--- config.mk ---
export PLATFORM = sky130hd
export DESIGN_NAME = ring_buffer_deque
export DESIGN_NICKNAME = d
export VERILOG_FILES = /design/src/rtl/rbd_pkg.sv /design/src/rtl/rbd_cell.sv /design/src/rtl/ring_buffer_deque.sv
export SDC_FILE = /design/constraint.sdc
export NUM_CORES = 1
export LEC_CHECK = 0
export ABC_AREA = 1
export BUFFER_PORTS_ARGS = -buffer_cell sky130_fd_sc_hd__buf_2
export CORE_ASPECT_RATIO = 0.7
export CORE_MARGIN = 4
export CORE_UTILIZATION = 50
export DETAILED_ROUTE_END_ITERATION = 12
export PLACE_DENSITY_LB_ADDON = 0.05
export SLEW_MARGIN = 20
export SYNTH_ARGS = -nofsm -noshare
export SYNTH_HDL_FRONTEND = slang
export SYNTH_HIERARCHICAL = 1
export SYNTH_SLANG_ARGS = --single-unit
--- constraint.sdc ---
create_clock -name clk -period 11.8 [get_ports clk]
set_input_delay 1.18 -clock clk [delete_from_list [all_inputs] [get_ports clk]]
set_output_delay 1.18 -clock clk [all_outputs]
set_load 0.005 [all_outputs]
--- src/rtl/rbd_pkg.sv ---
`timescale 1ns / 1ps

package rbd_pkg;

	localparam int DEPTH_DEF      = 16;
	localparam int DATA_WIDTH_DEF = 32;

	localparam int REQ_W   = 2;
	localparam int VALUE_W = 32;
	localparam int STAT_W  = 2;
	localparam int OCC_W   = 5;

	localparam logic [REQ_W-1:0] REQ_PUSH_FRONT = 2'd0;
	localparam logic [REQ_W-1:0] REQ_PUSH_BACK  = 2'd1;
	localparam logic [REQ_W-1:0] REQ_POP_FRONT  = 2'd2;
	localparam logic [REQ_W-1:0] REQ_POP_BACK   = 2'd3;

	localparam logic [STAT_W-1:0] ST_DONE  = 2'd0;
	localparam logic [STAT_W-1:0] ST_EMPTY = 2'd1;
	localparam logic [STAT_W-1:0] ST_FULL  = 2'd2;

	// data chain commands
	localparam logic [1:0] DCMD_HOLD = 2'd0;
	localparam logic [1:0] DCMD_SHR  = 2'd1;
	localparam logic [1:0] DCMD_SHL  = 2'd2;
	localparam logic [1:0] DCMD_WR   = 2'd3;

	// read chain commands
	localparam logic [1:0] RCMD_HOLD  = 2'd0;
	localparam logic [1:0] RCMD_LOAD  = 2'd1;
	localparam logic [1:0] RCMD_SHIFT = 2'd2;

	typedef struct packed {
		logic [1:0] data_cmd;
		logic [1:0] rd_cmd;
	} cell_ctl_t;

endpackage

--- src/rtl/rbd_cell.sv ---
`timescale 1ns / 1ps

module rbd_cell #(
	parameter int DATA_WIDTH = rbd_pkg::DATA_WIDTH_DEF,
	parameter int IDX_W      = 4,
	parameter int INDEX      = 0
) (
	input  logic                  clk,
	input  rbd_pkg::cell_ctl_t    ctl,
	input  logic [IDX_W-1:0]      wr_idx,
	input  logic [DATA_WIDTH-1:0] wr_data,
	input  logic [DATA_WIDTH-1:0] left_data,
	input  logic [DATA_WIDTH-1:0] right_data,
	input  logic [DATA_WIDTH-1:0] right_rd,
	output logic [DATA_WIDTH-1:0] data_q,
	output logic [DATA_WIDTH-1:0] rd_q
);

	always_ff @(posedge clk) begin
		unique case (ctl.data_cmd)
			rbd_pkg::DCMD_SHR: data_q <= left_data;
			rbd_pkg::DCMD_SHL: data_q <= right_data;
			rbd_pkg::DCMD_WR: begin
				if (wr_idx == IDX_W'(INDEX)) data_q <= wr_data;
			end
			default: data_q <= data_q;
		endcase
	end

	// read chain: parallel load, then walks toward cell 0
	always_ff @(posedge clk) begin
		unique case (ctl.rd_cmd)
			rbd_pkg::RCMD_LOAD:  rd_q <= data_q;
			rbd_pkg::RCMD_SHIFT: rd_q <= right_rd;
			default:             rd_q <= rd_q;
		endcase
	end

endmodule

--- src/rtl/ring_buffer_deque.sv ---
`timescale 1ns / 1ps

// channel | valid    | ready     | payload
// request | in_valid | in_ready  | req_type, push_value
// result  | out_valid| out_ready | pop_value, status, occupancy
//
// Elements sit left-justified in a row of cells, front in cell 0.
// Push front/back, pop front and refusals register their result on acceptance.
// Pop back walks the tail down the read chain toward cell 0, with in_ready
// low while the chain walks.
// arst_n clears count, state and result valid; cell contents are not reset.
// A waiting result holds off new requests only while out_ready is low.

module ring_buffer_deque #(
	parameter int DEPTH      = rbd_pkg::DEPTH_DEF,
	parameter int DATA_WIDTH = rbd_pkg::DATA_WIDTH_DEF
) (
	input  logic                         clk,
	input  logic                         arst_n,
	input  logic                         in_valid,
	output logic                         in_ready,
	input  logic [rbd_pkg::REQ_W-1:0]    req_type,
	input  logic [rbd_pkg::VALUE_W-1:0]  push_value,
	output logic                         out_valid,
	input  logic                         out_ready,
	output logic [rbd_pkg::VALUE_W-1:0]  pop_value,
	output logic [rbd_pkg::STAT_W-1:0]   status,
	output logic [rbd_pkg::OCC_W-1:0]    occupancy
);

	localparam int IDX_W = $clog2(DEPTH);
	localparam int CNT_W = $clog2(DEPTH + 1);

	localparam logic ST_IDLE = 1'b0;
	localparam logic ST_SEEK = 1'b1;

	logic                  state_q;
	logic [CNT_W-1:0]      count_q;
	logic [IDX_W-1:0]      seek_q;
	logic                  out_valid_q;
	logic [rbd_pkg::VALUE_W-1:0] pop_value_q;
	logic [rbd_pkg::STAT_W-1:0]  status_q;
	logic [rbd_pkg::OCC_W-1:0]   occupancy_q;

	logic [DATA_WIDTH-1:0] cell_data [DEPTH];
	logic [DATA_WIDTH-1:0] cell_rd   [DEPTH];
	logic [DATA_WIDTH-1:0] wr_data;

	rbd_pkg::cell_ctl_t    ctl;
	logic                  out_free;
	logic                  accept;
	logic                  out_load;
	logic [rbd_pkg::VALUE_W-1:0] out_value;
	logic [rbd_pkg::STAT_W-1:0]  out_status;
	logic [CNT_W-1:0]      count_d;
	logic                  state_d;
	logic [IDX_W-1:0]      seek_d;
	logic                  full;
	logic                  empty;

	assign wr_data  = DATA_WIDTH'(push_value);
	assign full     = (count_q == CNT_W'(DEPTH));
	assign empty    = (count_q == '0);
	assign out_free = !out_valid_q || out_ready;
	assign in_ready = (state_q == ST_IDLE) && out_free;
	assign accept   = in_valid && in_ready;

	always_comb begin
		ctl.data_cmd = rbd_pkg::DCMD_HOLD;
		ctl.rd_cmd   = rbd_pkg::RCMD_HOLD;
		out_load     = 1'b0;
		out_value    = '0;
		out_status   = rbd_pkg::ST_DONE;
		count_d      = count_q;
		state_d      = state_q;
		seek_d       = seek_q;
		unique case (state_q)
			ST_IDLE: begin
				if (accept) begin
					out_load = 1'b1;
					case (req_type)
						rbd_pkg::REQ_PUSH_FRONT, rbd_pkg::REQ_PUSH_BACK: begin
							if (full) begin
								out_status = rbd_pkg::ST_FULL;
							end else begin
								ctl.data_cmd = (req_type == rbd_pkg::REQ_PUSH_FRONT) ?
									rbd_pkg::DCMD_SHR : rbd_pkg::DCMD_WR;
								count_d = count_q + CNT_W'(1);
							end
						end
						rbd_pkg::REQ_POP_FRONT: begin
							if (empty) begin
								out_status = rbd_pkg::ST_EMPTY;
							end else begin
								ctl.data_cmd = rbd_pkg::DCMD_SHL;
								out_value    = rbd_pkg::VALUE_W'(cell_data[0]);
								count_d      = count_q - CNT_W'(1);
							end
						end
						default: begin
							if (empty) begin
								out_status = rbd_pkg::ST_EMPTY;
							end else begin
								// tail is reported once the read chain brings it to cell 0
								out_load   = 1'b0;
								ctl.rd_cmd = rbd_pkg::RCMD_LOAD;
								count_d    = count_q - CNT_W'(1);
								seek_d     = IDX_W'(count_q - CNT_W'(1));
								state_d    = ST_SEEK;
							end
						end
					endcase
				end
			end
			default: begin
				if (seek_q != '0) begin
					ctl.rd_cmd = rbd_pkg::RCMD_SHIFT;
					seek_d     = seek_q - IDX_W'(1);
				end else if (out_free) begin
					out_load  = 1'b1;
					out_value = rbd_pkg::VALUE_W'(cell_rd[0]);
					state_d   = ST_IDLE;
				end
			end
		endcase
	end

	always_ff @(posedge clk or negedge arst_n) begin
		if (!arst_n) begin
			state_q     <= ST_IDLE;
			count_q     <= '0;
			seek_q      <= '0;
			out_valid_q <= 1'b0;
		end else begin
			state_q <= state_d;
			count_q <= count_d;
			seek_q  <= seek_d;
			if (out_load) out_valid_q <= 1'b1;
			else if (out_ready) out_valid_q <= 1'b0;
		end
	end

	always_ff @(posedge clk) begin
		if (out_load) begin
			pop_value_q <= out_value;
			status_q    <= out_status;
			occupancy_q <= rbd_pkg::OCC_W'(count_d);
		end
	end

	for (genvar i = 0; i < DEPTH; i++) begin : g_cell
		logic [DATA_WIDTH-1:0] left_data;
		logic [DATA_WIDTH-1:0] right_data;
		logic [DATA_WIDTH-1:0] right_rd;

		if (i == 0) begin : g_first
			assign left_data = wr_data;
		end else begin : g_mid
			assign left_data = cell_data[i-1];
		end

		if (i == DEPTH - 1) begin : g_last
			assign right_data = '0;
			assign right_rd   = '0;
		end else begin : g_inner
			assign right_data = cell_data[i+1];
			assign right_rd   = cell_rd[i+1];
		end

		rbd_cell #(
			.DATA_WIDTH (DATA_WIDTH),
			.IDX_W      (IDX_W),
			.INDEX      (i)
		) u_cell (
			.clk        (clk),
			.ctl        (ctl),
			.wr_idx     (count_q[IDX_W-1:0]),
			.wr_data    (wr_data),
			.left_data  (left_data),
			.right_data (right_data),
			.right_rd   (right_rd),
			.data_q     (cell_data[i]),
			.rd_q       (cell_rd[i])
		);
	end

	assign out_valid = out_valid_q;
	assign pop_value = pop_value_q;
	assign status    = status_q;
	assign occupancy = occupancy_q;

	a_count_range: assert property (@(posedge clk) disable iff (!arst_n)
		count_q <= CNT_W'(DEPTH))
		else $error("element count beyond depth");

	a_seek_blocks: assert property (@(posedge clk) disable iff (!arst_n)
		state_q == ST_SEEK |-> !in_ready)
		else $error("request taken during tail seek");

	a_full_occ: assert property (@(posedge clk) disable iff (!arst_n)
		out_valid_q && status_q == rbd_pkg::ST_FULL |->
		occupancy_q == rbd_pkg::OCC_W'(DEPTH))
		else $error("full refusal with wrong occupancy");

	a_empty_occ: assert property (@(posedge clk) disable iff (!arst_n)
		out_valid_q && status_q == rbd_pkg::ST_EMPTY |->
		occupancy_q == '0 && pop_value_q == '0)
		else $error("empty refusal with wrong result");

endmodule
==> flow_summary.ini <==
[placed_design]
port_buffers = 78
placed_area_sq_um = 52700
dp_cells = 6652
gp_congestion = 0.851
hpwl_um = 98100
pre_cts_ws_ns = 6.88

[timing]
report.final.slew_viol_count = 0
grt_setup_unrepaired = false
worstMarginPinSlew_ns = 1.11
skew_ns = 0.0249
finalHoldViolations = 0
finalCriticalPeriod_ns = 4.88
fin_ws_ns = 6.92
clock.fmax_ghz = 0.205
finalCritPeriodShare = 0.414
fin_hold_ws_ns = 0.347
setup_viol = 0
fin_setup_tns_ns = 0
max-slew-margin-rel = 0.255

[routing]
ant_nets = 0
drt-initial-drc-count = 3996
detail_route.vias_per_cell = 5.47
drt_pass1_iterations = 6
post-route-drc-count = 0
vias = 37500
drt-total-wl_um = 136000
wl_per_cell_um = 19.8

[power]
power.total_mw = 14.5
p_per_area_nw_per_um2 = 258
ir_worst_vdd_uv = 191
p_leak_nw = 22.4

[yosys]
synth_cells = 5388
synth_seq_cells = 1074
synth_cell_types = 35
avgSynthCellArea_sq_um = 9.63
ys_seq_area_frac = 0.621
netlist_area_sq_um = 51900
ys_warn_count = 6

[cts]
cts_resized = 0
cts_setup_buffers = 0
cts_buffers = 106
hold_buffers = 0
cts.sinks = 1074
cts_buffer_depth = 3
htreeDepth = 3
clk_pin_slew_ns = 0.07
root_buffer = clkbuf_16
cts_tree = done
clkLatencyLatePin_ns = 0.73

[min_path]
hp-class = in2async

[critical_path]
worst_setup_path_start_kind = flip-flop
ff2ff_setup_slack_ns = 6.92
crit_arrival_ns = 5.27
crit_fanout = 32
rr_startpoint = count_q[0]$_DFF_PN0_
critPathKind = reg2reg
worstPathRequired_ns = 12.19
worst_setup_path_end_kind = flip-flop
rr_worst_depth = 12
r2r_end = g_cell[6].u_cell/data_q[24]$_DFFE_PP_

[global_routing]
met1_usage = 0.405
grt_pass1_vias = 35800
antenna_found_initial = 8
grt_max_degree = 65
overflow = 0
top_usage_layer = met1
grt_pass1_wl_um = 210000
use_met3 = 0.0420
track_usage = 0.246
grt_util_met2 = 0.339

[cells_and_area]
area_growth_pct = 8.19
fin_cells = 6848
drive_above_1_share = 0.0775
post-route-util = 0.547
layout_commonest_cell = nand2_1
fin_area_sq_um = 56100
nets = 5499
layout_common_cells = 2,152 x nand2_1, 1,063 x edfxtp_1, 597 x inv_1, 544 x nand3_1, 518 x o21ai_0

[die]
core_area_sq_um = 103000
boundaryPins = 79
row_count = 98
die_area_sq_um = 109000
die_w_um = 393
start_util = 0.506
die_h_um = 277

[flow_run]
cap_viol_max_count = 0

[run_status]
outcome = complete, no violations
==> power breakdown <==
part	switching [mW]	leakage, nW	internal [mW]
sequential	0.809	10.1	6.51
clock	1.51	1.65	1.87
combinational	2.76	10.6	1.04
==> final cells by class <==
type,instances,area (sq um)
multi-input combinational,3472,15600
antenna,1,2.50
timing repair buffer,152,946
inverter,604,2270
clock buffer,126,2730
tap,1350,1690
sequential,1074,32200
clock inverter,69,656
fill,9326,46400
==> how the worst max path moves through the flow <==
stage                    startpoint                               endpoint  depth (start not counted)
2_1_floorplan           req_type[1]  g_cell[13].u_cell/data_q[0]$_DFFE_PP_                          8
3_3_place_gp            req_type[0]  g_cell[6].u_cell/data_q[11]$_DFFE_PP_                         11
3_5_place_dp   count_q[0]$_DFF_PN0_  g_cell[6].u_cell/data_q[10]$_DFFE_PP_                         12
4_1_cts        count_q[0]$_DFF_PN0_  g_cell[6].u_cell/data_q[24]$_DFFE_PP_                         12
5_1_grt        count_q[0]$_DFF_PN0_   g_cell[6].u_cell/data_q[4]$_DFFE_PP_                         12
6_report       count_q[0]$_DFF_PN0_  g_cell[6].u_cell/data_q[24]$_DFFE_PP_                         12
==> cells by family after synthesis <==
logic type	Yosys count	synth area share
flip-flops	1074	0.621
adder cells (fa/ha/maj)	51	0.0123
AND/OR/NAND/NOR	2795	0.224
AO/OA/AOI/OAI	556	0.0560
other	1	0.0000723
buffers and inverters	905	0.0857
multiplexers	1	0.000193
XOR/XNOR	5	0.000844
==> synthesized netlist by cell type <==
| cell type | n | share of area |
|---|---|---|
| ha_1 | 51 | 0.012 |
| buf_2 | 178 | 0.017 |
| nor2_2 | 1 | 0.00012 |
| and2_1 | 1 | 0.00012 |
| nand2_4 | 2 | 0.00043 |
| dfrtp_1 | 11 | 0.0053 |
| o21ai_0 | 519 | 0.050 |
| o211ai_1 | 1 | 0.00014 |
| nor3_1 | 2 | 0.00019 |
| inv_2 | 3 | 0.00022 |
| edfxtp_1 | 1063 | 0.62 |
| inv_1 | 600 | 0.043 |
| inv_4 | 1 | 0.00012 |
| nand2_1 | 2152 | 0.16 |
| o21bai_1 | 3 | 0.00043 |
| buf_4 | 19 | 0.0028 |
| conb_1 | 1 | 0.000072 |
| or2_2 | 13 | 0.0016 |
| a21oi_1 | 1 | 0.000096 |
| clkbuf_2 | 32 | 0.0031 |
| o21ai_1 | 2 | 0.00019 |
| nor2_8 | 17 | 0.0066 |
| xnor2_1 | 1 | 0.00017 |
| mux2i_1 | 1 | 0.00019 |
| nand3_4 | 2 | 0.00068 |
| nor2_1 | 27 | 0.0020 |
| nand3_1 | 544 | 0.052 |
| nor2_4 | 1 | 0.00022 |
| nand2_2 | 32 | 0.0039 |
| o21ai_2 | 29 | 0.0049 |
| buf_6 | 27 | 0.0059 |
| buf_8 | 45 | 0.013 |
| a21oi_2 | 1 | 0.00017 |
| xor2_1 | 4 | 0.00068 |
| nand3_2 | 1 | 0.00019 |
==> worst max-delay path: stages, from the launching register on <==
cell	delay, ns
dfrtp_1	0.76
inv_1	0.20
ha_1	0.32
nand3_4	0.15
nand3_4	0.50
a21oi_4	0.33
buf_4	0.37
ha_1	0.69
nand2_1	0.11
inv_1	0.07
nand3_1	0.07
nand2_1	0.57
buf_4	0.38
==> registers in the layout (all words and copies together) (netlist names) <==
name / flops
g_cell.u_cell/data_q: 512
g_cell.u_cell/rd_q: 512
pop_value: 32
count_q: 5
occupancy: 5
seek_q: 4
status: 2
out_valid: 1
state_q: 1
==> per-layer routing <==
layer	vias up	part of all wire
met5	-	0.00020
met4	4	0.016
met3	176	0.072
met2	1239	0.41
met1	18400	0.50
li1	17600	-
Power figures use the tool's default switching activity.
